--- config.mk ---
export PLATFORM = sky130hd
export DESIGN_NAME = byte_delta_clip_encoder
export DESIGN_NICKNAME = d
export VERILOG_FILES = /design/src/bdce_pkg.sv /design/src/byte_delta_clip_encoder.sv
export SDC_FILE = /design/constraint.sdc
export NUM_CORES = 1
export LEC_CHECK = 0
export BUFFER_PORTS_ARGS = -buffer_cell sky130_fd_sc_hd__buf_2
export CORE_UTILIZATION = 40
export CTS_CLUSTER_DIAMETER = 150
export DETAILED_ROUTE_END_ITERATION = 8
export PLACE_DENSITY = 0.62
export SYNTH_ARGS = -nofsm -noshare
export SYNTH_HDL_FRONTEND = slang
export SYNTH_SLANG_ARGS = --single-unit
--- constraint.sdc ---
create_clock -name i_clk -period 12.2 [get_ports i_clk]
set_input_delay 3.66 -clock i_clk [delete_from_list [all_inputs] [get_ports i_clk]]
set_output_delay 3.66 -clock i_clk [all_outputs]
set_load 0.02 [all_outputs]
--- src/bdce_pkg.sv ---
// shared widths, codes and defaults for the byte delta clip encoder
package bdce_pkg;

    localparam int OP_W   = 2;
    localparam int KIND_W = 2;
    localparam int BYTE_W = 8;
    localparam int VAL_W  = 32;

    // default number of equal bytes in a row that closes a clip
    localparam int MATCH_RUN_DEF = 8;

    // patch bytes per clip on top of its literals: two 32-bit words
    localparam logic [VAL_W-1:0] HEADER_BYTES = VAL_W'(4 * 2);

    typedef enum logic [OP_W-1:0] {
        OP_CMP    = 2'd0,
        OP_TAIL   = 2'd1,
        OP_FINISH = 2'd2
    } t_op;

    typedef enum logic [KIND_W-1:0] {
        KIND_HDR  = 2'd0,
        KIND_LIT  = 2'd1,
        KIND_FILL = 2'd2,
        KIND_SUM  = 2'd3
    } t_kind;

endpackage

--- src/byte_delta_clip_encoder.sv ---
// byte delta clip encoder: compares new and old byte streams and emits patch clip records
//
// usage: one input transfer carries one stream position (op compare or new-only tail byte)
// or a finish request. each transfer yields zero, one or several result transfers, in
// order, with o_last on the final one of each input. an input whose work yields at most
// one result is taken every cycle, back to back, while i_stall is low. an input that
// yields k results holds the result sequencer, and o_stall stays raised, until the last
// of them moves out (k is at most the larger of MATCH_RUN and 2: held bytes plus the new
// literal, or header plus literal, or fill plus summary). the single result register
// moves one record per cycle while i_stall is low. the first result passes through the
// job pending flags and then the result register. there is no clearing pass after reset.
// while the final result of an item waits on i_stall the next input is still taken; if
// that input yields results, o_stall then stays high until the waiting result moves on.
module byte_delta_clip_encoder #(
    parameter int MATCH_RUN = bdce_pkg::MATCH_RUN_DEF
) (
    input  logic                        i_clk,
    input  logic                        i_rst_n,
    // input channel
    input  logic                        i_valid,
    output logic                        o_stall,
    input  logic [bdce_pkg::OP_W-1:0]   i_op,
    input  logic [bdce_pkg::BYTE_W-1:0] i_new_byte,
    input  logic [bdce_pkg::BYTE_W-1:0] i_old_byte,
    input  logic                        i_sizes_differ,
    // result channel
    output logic                        o_valid,
    input  logic                        i_stall,
    output logic [bdce_pkg::KIND_W-1:0] o_kind,
    output logic [bdce_pkg::VAL_W-1:0]  o_value,
    output logic                        o_patch_needed,
    output logic                        o_last
);
    import bdce_pkg::*;

    // match run counter holds 0..MATCH_RUN, held store index 0..MATCH_RUN-1
    localparam int RUN_W = $clog2(MATCH_RUN + 1);
    localparam int IDX_W = (MATCH_RUN > 1) ? $clog2(MATCH_RUN) : 1;
    localparam logic [RUN_W-1:0] RUN_LAST = RUN_W'(MATCH_RUN - 1);
    localparam logic [VAL_W-1:0] RUN_VAL  = VAL_W'(MATCH_RUN);
    localparam logic [VAL_W-1:0] RUN_M1   = VAL_W'(MATCH_RUN - 1);

    // encoder state
    logic              r_in_clip,   n_in_clip;
    logic              r_tail_seen, n_tail_seen;
    logic [VAL_W-1:0]  r_skip,      n_skip;
    logic [VAL_W-1:0]  r_len,       n_len;
    logic [RUN_W-1:0]  r_run,       n_run;
    logic [VAL_W-1:0]  r_total,     n_total;
    logic [BYTE_W-1:0] r_held [MATCH_RUN];

    // held store write request from the current input
    logic              held_we;
    logic [IDX_W-1:0]  held_idx;

    // result job: records still to emit, in the order header, held, literal, fill, summary
    logic              r_hdr_pend,  n_hdr_pend,  d_hdr_pend;
    logic [VAL_W-1:0]  r_hdr_val,   d_hdr_val;
    logic [RUN_W-1:0]  r_flush_cnt, n_flush_cnt, d_flush_cnt;
    logic              r_lit_pend,  n_lit_pend,  d_lit_pend;
    logic [BYTE_W-1:0] r_lit_val,   d_lit_val;
    logic              r_fill_pend, n_fill_pend, d_fill_pend;
    logic [VAL_W-1:0]  r_fill_val,  d_fill_val;
    logic              r_sum_pend,  n_sum_pend,  d_sum_pend;
    logic [VAL_W-1:0]  r_sum_val,   d_sum_val;
    logic              r_sum_pn,    d_sum_pn;

    // result register
    logic              r_out_valid;
    logic [KIND_W-1:0] r_out_kind;
    logic [VAL_W-1:0]  r_out_value;
    logic              r_out_pn;
    logic              r_out_last;

    // sequencer control
    logic              job_busy;
    logic              out_ready;
    logic              pop;
    logic              accept_ok;
    logic              in_acc;
    logic              sel_shift;
    t_kind             sel_kind;
    logic [VAL_W-1:0]  sel_value;
    logic              sel_pn;
    logic              sel_last;

    // finish path helpers
    logic [VAL_W-1:0]  fin_len;
    logic [VAL_W-1:0]  close_len;

    assign job_busy  = r_hdr_pend || (r_flush_cnt != '0) || r_lit_pend
                       || r_fill_pend || r_sum_pend;
    assign out_ready = !r_out_valid || !i_stall;
    assign pop       = job_busy && out_ready;
    // a new job may load once the last record of the current one moves out
    assign accept_ok = !job_busy || (pop && sel_last);
    assign o_stall   = !accept_ok;
    assign in_acc    = i_valid && accept_ok;

    // pick the next record of the job and work out what stays pending
    always_comb begin
        n_hdr_pend  = r_hdr_pend;
        n_flush_cnt = r_flush_cnt;
        n_lit_pend  = r_lit_pend;
        n_fill_pend = r_fill_pend;
        n_sum_pend  = r_sum_pend;
        sel_shift   = 1'b0;
        sel_pn      = 1'b0;
        if (r_hdr_pend) begin
            sel_kind   = KIND_HDR;
            sel_value  = r_hdr_val;
            sel_last   = !((r_flush_cnt != '0) || r_lit_pend || r_fill_pend || r_sum_pend);
            n_hdr_pend = 1'b0;
        end else if (r_flush_cnt != '0) begin
            // held bytes leave from the front of the store, which then shifts down
            sel_kind    = KIND_LIT;
            sel_value   = VAL_W'(r_held[0]);
            sel_last    = (r_flush_cnt == RUN_W'(1))
                          && !(r_lit_pend || r_fill_pend || r_sum_pend);
            n_flush_cnt = r_flush_cnt - RUN_W'(1);
            sel_shift   = 1'b1;
        end else if (r_lit_pend) begin
            sel_kind   = KIND_LIT;
            sel_value  = VAL_W'(r_lit_val);
            sel_last   = !(r_fill_pend || r_sum_pend);
            n_lit_pend = 1'b0;
        end else if (r_fill_pend) begin
            sel_kind    = KIND_FILL;
            sel_value   = r_fill_val;
            sel_last    = !r_sum_pend;
            n_fill_pend = 1'b0;
        end else begin
            sel_kind   = KIND_SUM;
            sel_value  = r_sum_val;
            sel_pn     = r_sum_pn;
            sel_last   = 1'b1;
            n_sum_pend = 1'b0;
        end
    end

    // a finish drops trailing held matches unless a tail was seen
    assign fin_len   = r_tail_seen ? r_len : (r_len - VAL_W'(r_run));
    // clip closed by a full match run: the held run bytes are dropped from its length
    assign close_len = r_len - RUN_M1;

    // decode one input into its job and the next encoder state
    always_comb begin
        n_in_clip   = r_in_clip;
        n_tail_seen = r_tail_seen;
        n_skip      = r_skip;
        n_len       = r_len;
        n_run       = r_run;
        n_total     = r_total;
        held_we     = 1'b0;
        held_idx    = r_run[IDX_W-1:0];
        d_hdr_pend  = 1'b0;
        d_hdr_val   = r_skip;
        d_flush_cnt = '0;
        d_lit_pend  = 1'b0;
        d_lit_val   = i_new_byte;
        d_fill_pend = 1'b0;
        d_fill_val  = close_len;
        d_sum_pend  = 1'b0;
        d_sum_val   = r_total;
        d_sum_pn    = 1'b0;
        case (i_op)
            OP_CMP: begin
                if (!r_tail_seen) begin
                    if (!r_in_clip) begin
                        if (i_new_byte == i_old_byte) begin
                            n_skip = r_skip + VAL_W'(1);
                        end else begin
                            // mismatch opens a clip
                            d_hdr_pend = 1'b1;
                            d_lit_pend = 1'b1;
                            n_skip     = '0;
                            n_in_clip  = 1'b1;
                            n_len      = VAL_W'(1);
                            n_run      = '0;
                        end
                    end else if (i_new_byte != i_old_byte) begin
                        // mismatch inside a clip flushes the held matches
                        d_flush_cnt = r_run;
                        d_lit_pend  = 1'b1;
                        n_len       = r_len + VAL_W'(1);
                        n_run       = '0;
                    end else if (r_run == RUN_LAST) begin
                        // run complete: close the clip, run bytes start the next skip
                        d_fill_pend = 1'b1;
                        d_fill_val  = close_len;
                        n_total     = r_total + close_len + HEADER_BYTES;
                        n_in_clip   = 1'b0;
                        n_len       = '0;
                        n_skip      = RUN_VAL;
                        n_run       = '0;
                    end else begin
                        held_we = 1'b1;
                        n_run   = r_run + RUN_W'(1);
                        n_len   = r_len + VAL_W'(1);
                    end
                end
            end
            OP_TAIL: begin
                n_tail_seen = 1'b1;
                d_lit_pend  = 1'b1;
                n_run       = '0;
                if (!r_in_clip) begin
                    d_hdr_pend = 1'b1;
                    n_skip     = '0;
                    n_in_clip  = 1'b1;
                    n_len      = VAL_W'(1);
                end else begin
                    d_flush_cnt = r_run;
                    n_len       = r_len + VAL_W'(1);
                end
            end
            OP_FINISH: begin
                d_sum_pend = 1'b1;
                if (r_in_clip) begin
                    d_fill_pend = 1'b1;
                    d_fill_val  = fin_len;
                    d_sum_val   = r_total + fin_len + HEADER_BYTES;
                end
                d_sum_pn    = (d_sum_val != '0) || i_sizes_differ;
                // back to the reset state for the next stream pair
                n_in_clip   = 1'b0;
                n_tail_seen = 1'b0;
                n_skip      = '0;
                n_len       = '0;
                n_run       = '0;
                n_total     = '0;
            end
            default: begin
                // unused op: no effect
            end
        endcase
    end

    // encoder state
    always_ff @(posedge i_clk) begin
        if (!i_rst_n) begin
            r_in_clip   <= 1'b0;
            r_tail_seen <= 1'b0;
            r_skip      <= '0;
            r_len       <= '0;
            r_run       <= '0;
            r_total     <= '0;
        end else if (in_acc) begin
            r_in_clip   <= n_in_clip;
            r_tail_seen <= n_tail_seen;
            r_skip      <= n_skip;
            r_len       <= n_len;
            r_run       <= n_run;
            r_total     <= n_total;
        end
    end

    // held match bytes: appended at the run count, drained from the front
    always_ff @(posedge i_clk) begin
        if (in_acc && held_we) begin
            r_held[held_idx] <= i_new_byte;
        end else if (pop && sel_shift) begin
            for (int i = 0; i < MATCH_RUN - 1; i++) begin
                r_held[i] <= r_held[i+1];
            end
        end
    end

    // job pending flags
    always_ff @(posedge i_clk) begin
        if (!i_rst_n) begin
            r_hdr_pend  <= 1'b0;
            r_flush_cnt <= '0;
            r_lit_pend  <= 1'b0;
            r_fill_pend <= 1'b0;
            r_sum_pend  <= 1'b0;
        end else if (in_acc) begin
            r_hdr_pend  <= d_hdr_pend;
            r_flush_cnt <= d_flush_cnt;
            r_lit_pend  <= d_lit_pend;
            r_fill_pend <= d_fill_pend;
            r_sum_pend  <= d_sum_pend;
        end else if (pop) begin
            r_hdr_pend  <= n_hdr_pend;
            r_flush_cnt <= n_flush_cnt;
            r_lit_pend  <= n_lit_pend;
            r_fill_pend <= n_fill_pend;
            r_sum_pend  <= n_sum_pend;
        end
    end

    // job payload
    always_ff @(posedge i_clk) begin
        if (in_acc) begin
            r_hdr_val  <= d_hdr_val;
            r_lit_val  <= d_lit_val;
            r_fill_val <= d_fill_val;
            r_sum_val  <= d_sum_val;
            r_sum_pn   <= d_sum_pn;
        end
    end

    // result register
    always_ff @(posedge i_clk) begin
        if (!i_rst_n) begin
            r_out_valid <= 1'b0;
        end else if (pop) begin
            r_out_valid <= 1'b1;
        end else if (!i_stall) begin
            r_out_valid <= 1'b0;
        end
    end

    always_ff @(posedge i_clk) begin
        if (pop) begin
            r_out_kind  <= sel_kind;
            r_out_value <= sel_value;
            r_out_pn    <= sel_pn;
            r_out_last  <= sel_last;
        end
    end

    assign o_valid        = r_out_valid;
    assign o_kind         = r_out_kind;
    assign o_value        = r_out_value;
    assign o_patch_needed = r_out_pn;
    assign o_last         = r_out_last;

endmodule

==> metrics.md <==
| Metric | Value |
|---|---|
| Status | `finished clean` |
| P_leak | `8.28 nW` |
| Synthesized area | `18,500 um^2` |
| Post CTS Setup Buffer Count | `0` |
| Post-CTS sizing | `0` |
| Core ar. | `45,500 um^2` |
| Critical Path Most Common Cell | `buf_2` |
| Routed via count | `13,988` |
| Final worst slack | `3.91 ns` |
| Synthesized instance count | `1,946` |
| Post-synth EDFFs | `205` |
| Final Instance Area | `20,500 um^2` |
| Worst hold path type | `flip-flop to flip-flop` |
| Hold Fails Final Rpt | `0` |
| Clock Tree Buf Depth | `3` |
| GPL Wtd Cong | `0.927` |
| Clk root buf | `clkbuf_16` |
| Htree depth | `2` |
| Largest net degree at the start of global routing | `79` |
| Largest area contributor in the netlist | `edfxtp_1` |
| Gr ovfl total | `0` |
| XOR/XNOR share of the synthesized area | `0.0849` |
| Final Setup Violations | `0` |
| Most frequent cell after synthesis | `nor2_1` |
| Num CTS Buffers | `35` |
| CTS tree | `built` |
| Row cnt | `78` |
| Critical path's largest stage delay | `0.43 ns` |
| Multi-input gate area | `9270 um^2` |
| Max_slew headroom | `0.175` |
| Crit-path max FO | `7` |
| Initial antenna violation count | `0` |
| Pwr/cell area | `183 nW/um^2` |
| Post-Place Cell Area | `19,300 um^2` |
| DR DRC count | `0` |
| Pre-CTS WS | `3.90 ns` |
| Netlist cell types | `81` |
| Peak Freq | `0.121 GHz` |
| Synth Area in Simple Gates | `0.163` |
| Setup TNS | `0 ns` |
| Synth top area cells | `edfxtp_1 (33%), dfxtp_1 (12%), ha_1 (9.1%), xnor2_1 (5.5%), nor2_1 (4.9%)` |
| Cts hold-fix bufs | `0` |
| Combinational Power Share | `0.265` |
| RSZ-0062 raised after global routing | `false` |
| Main combinational cell family by area after synthesis | `simple AND/OR/NAND/NOR gates` |
| Post-synthesis mux area share | `0.0144` |
| Inserted Diodes | `0` |
| Via density | `5.39` |
| Total wire length | `45,100 um` |
| Iteration-0 DRC Markers | `927` |
| First-pass GRT wire length | `71,500 um` |
| Startpoint types | `input port` |
| Minimum clock period | `8.29 ns` |
| Die width | `217 um` |
| # IOs | `61` |
| Max cap viols | `0` |
| Avg WL per Cell | `17.4 um` |
| CP required | `8.54 ns` |
| Tot Pwr | `3.74 mW` |
| Switching share of total power | `0.335` |
| Fill cells | `4,354` |
| CTS clk-pin slew, worst paths | `0.06 ns` |
| Syn avg cell area | `9.49 um^2` |
| CP Buf/Inv Count | `2` |
| Synth warn | `0` |
| Worst IR Drop VDD | `0.000131 V` |
| Vias in the first global route | `13,111` |
| Register area share after synthesis | `0.454` |
| Syn nets | `2,106` |
| Post-synth ARST share | `0` |
| Clock power frac | `0.288` |
| Synth Area in Adders | `0.0941` |
| Top cells by count, synth | `nor2_1 (240), edfxtp_1 (205), nand2_1 (174)` |
| Global-route usage over all layers | `0.190` |
| Full die area | `47,000 um^2` |
| Cell family with most CP delay | `compound AO/OA/AOI/OAI gates` |
| Main synth FF type | `edfxtp_1` |
| Share of cells above drive strength 1 | `0.0873` |
| Worst Skew | `0.0121 ns` |
| Compound-gate portion of the synthesized area | `0.144` |
| HPWL after DPL | `33,700 um` |
| P&R area growth vs syn | `11.1%` |
| Fin crit share | `0.680` |
| Die H | `217 um` |
| CTS sink cnt | `316` |
| Top cell type's share of synthesized area | `0.333` |
| Internal power | `2.49 mW` |
| NetSw | `1.25 mW` |
| Worst Setup End Kind | `output port` |
| Crit Path Category | `input port to output port` |
| Register area | `8380 um^2` |
| Initial Util | `0.406` |
| Share of total power in sequential cells | `0.447` |
| Cells along the critical path | `buf_2, nand2_1, o211ai_1, a21oi_1, nor2_1, buf_2` |
| Slowest CP cell | `a21oi_1` |
| Detail Route Antenna Nets | `0` |
| Slew Viols, Final | `0` |
| Worst-margin pin slew | `1.22 ns` |
| Arrival @ worst endpoint | `4.63 ns` |
| Pre-antenna DRT Iters | `8` |
| Synthesized flop and latch total | `316` |
| Nets | `2,128` |
| PortBufs | `60` |
| Worst-skew pair later-pin latency | `0.53 ns` |
flip-flops by register name (all words and copies together), names as in the netlist, 2 cells and up:
signal	flops
d_hdr_val	32
o_kind	2
o_value	32
r_fill_val	32
r_flush_cnt	4
r_hdr_val	32
r_held	64
r_len	32
r_lit_val	8
r_run	4
r_sum_val	32
r_total	32
power by group through the flow:
stage | registers, mW | clock network [mW] | logic, mW
after CTS | 1.68 | 1.10 | 1.00
after floorplan | 1.75 | 0 | 0.601
after global routing | 1.70 | 1.14 | 1.11
after detailed placement | 1.69 | 0 | 0.997
final | 1.67 | 1.08 | 0.993
after global placement | 1.69 | 0 | 0.979
through the flow:
| step | hold slack (ns) | utilization | std cells |
|---|---|---|---|
| floorplan | 0.417 | - | 1946 |
| global placement | 0.430 | 0.425 | 2530 |
| detailed placement | 0.436 | 0.425 | 2530 |
| CTS | 0.456 | 0.451 | 2593 |
| global route | 0.477 | 0.451 | 2594 |
| finish | 0.452 | 0.451 | 2594 |
logic make-up after synthesis:
kind of cell | count (synthesis)
compound gates | 420
flops | 316
buf+inv | 221
mux | 25
fa+ha+maj | 137
xor+xnor | 178
simple gates | 649
cell usage in the layout, fill, tap and decap left out, types with 8 or more instances in the layout:
cell type / synthesis / routed
xor2_1: 61 / 61
nand4_1: 18 / 18
inv_1: 124 / 124
nor3_1: 46 / 46
clkbuf_16: 0 / 36
nand3_1: 43 / 43
o21ai_1: 15 / 14
ha_1: 134 / 134
a211oi_1: 9 / 9
buf_4: 1 / 19
edfxtp_1: 205 / 205
a31oi_1: 10 / 10
or3_1: 14 / 14
nand2b_1: 10 / 9
nor2_1: 240 / 238
nand2_1: 174 / 173
o21bai_1: 10 / 10
o21ai_0: 117 / 117
xnor2_1: 116 / 116
nor2b_1: 12 / 12
clkinv_2: 0 / 8
a22o_1: 10 / 10
mux2_2: 13 / 13
dfxtp_1: 111 / 111
o21a_1: 15 / 15
a21o_1: 30 / 30
and3_1: 23 / 23
nor4_1: 23 / 22
mux2i_1: 12 / 12
buf_2: 0 / 61
a21oi_1: 113 / 113
a222oi_1: 24 / 24
cell type report:
class | instances | area share
sequential | 316 | 0.409
clock buffer | 43 | 0.0467
clock inverter | 20 | 0.0111
tap | 600 | 0.0366
timing repair buffer | 80 | 0.0218
multi-input combinational | 1409 | 0.452
inverter | 126 | 0.0232
layer usage:
metal / GRT usage / vias to the layer above / part of all wire
met4: 0.0502 / 0 / 0.020
met5: 0 / - / 0
li1: - / 6980 / -
met3: 0.0215 / 53 / 0.053
met2: 0.297 / 378 / 0.44
met1: 0.278 / 6577 / 0.48
final timing paths:
check / start / end / slack, ns / cells after the start
min: d_hdr_val[31] / r_hdr_val[31] / 0.45 / 0
max: i_stall / o_stall / 3.91 / 6
max reg2reg: r_run[0] / r_sum_pn / 5.63 / 21
min reg2reg: d_hdr_val[31] / r_hdr_val[31] / 0.45 / 0
worst register-to-register path: cells and delay by family (launching register included):
kind / cells / cell delay [ns]
compound gates: 9 / 2.54
flops: 1 / 0.50
fa+ha+maj: 4 / 1.33
xor+xnor: 2 / 0.41
buf+inv: 1 / 0.06
simple gates: 5 / 1.47
Power figures use the tool's default switching activity.
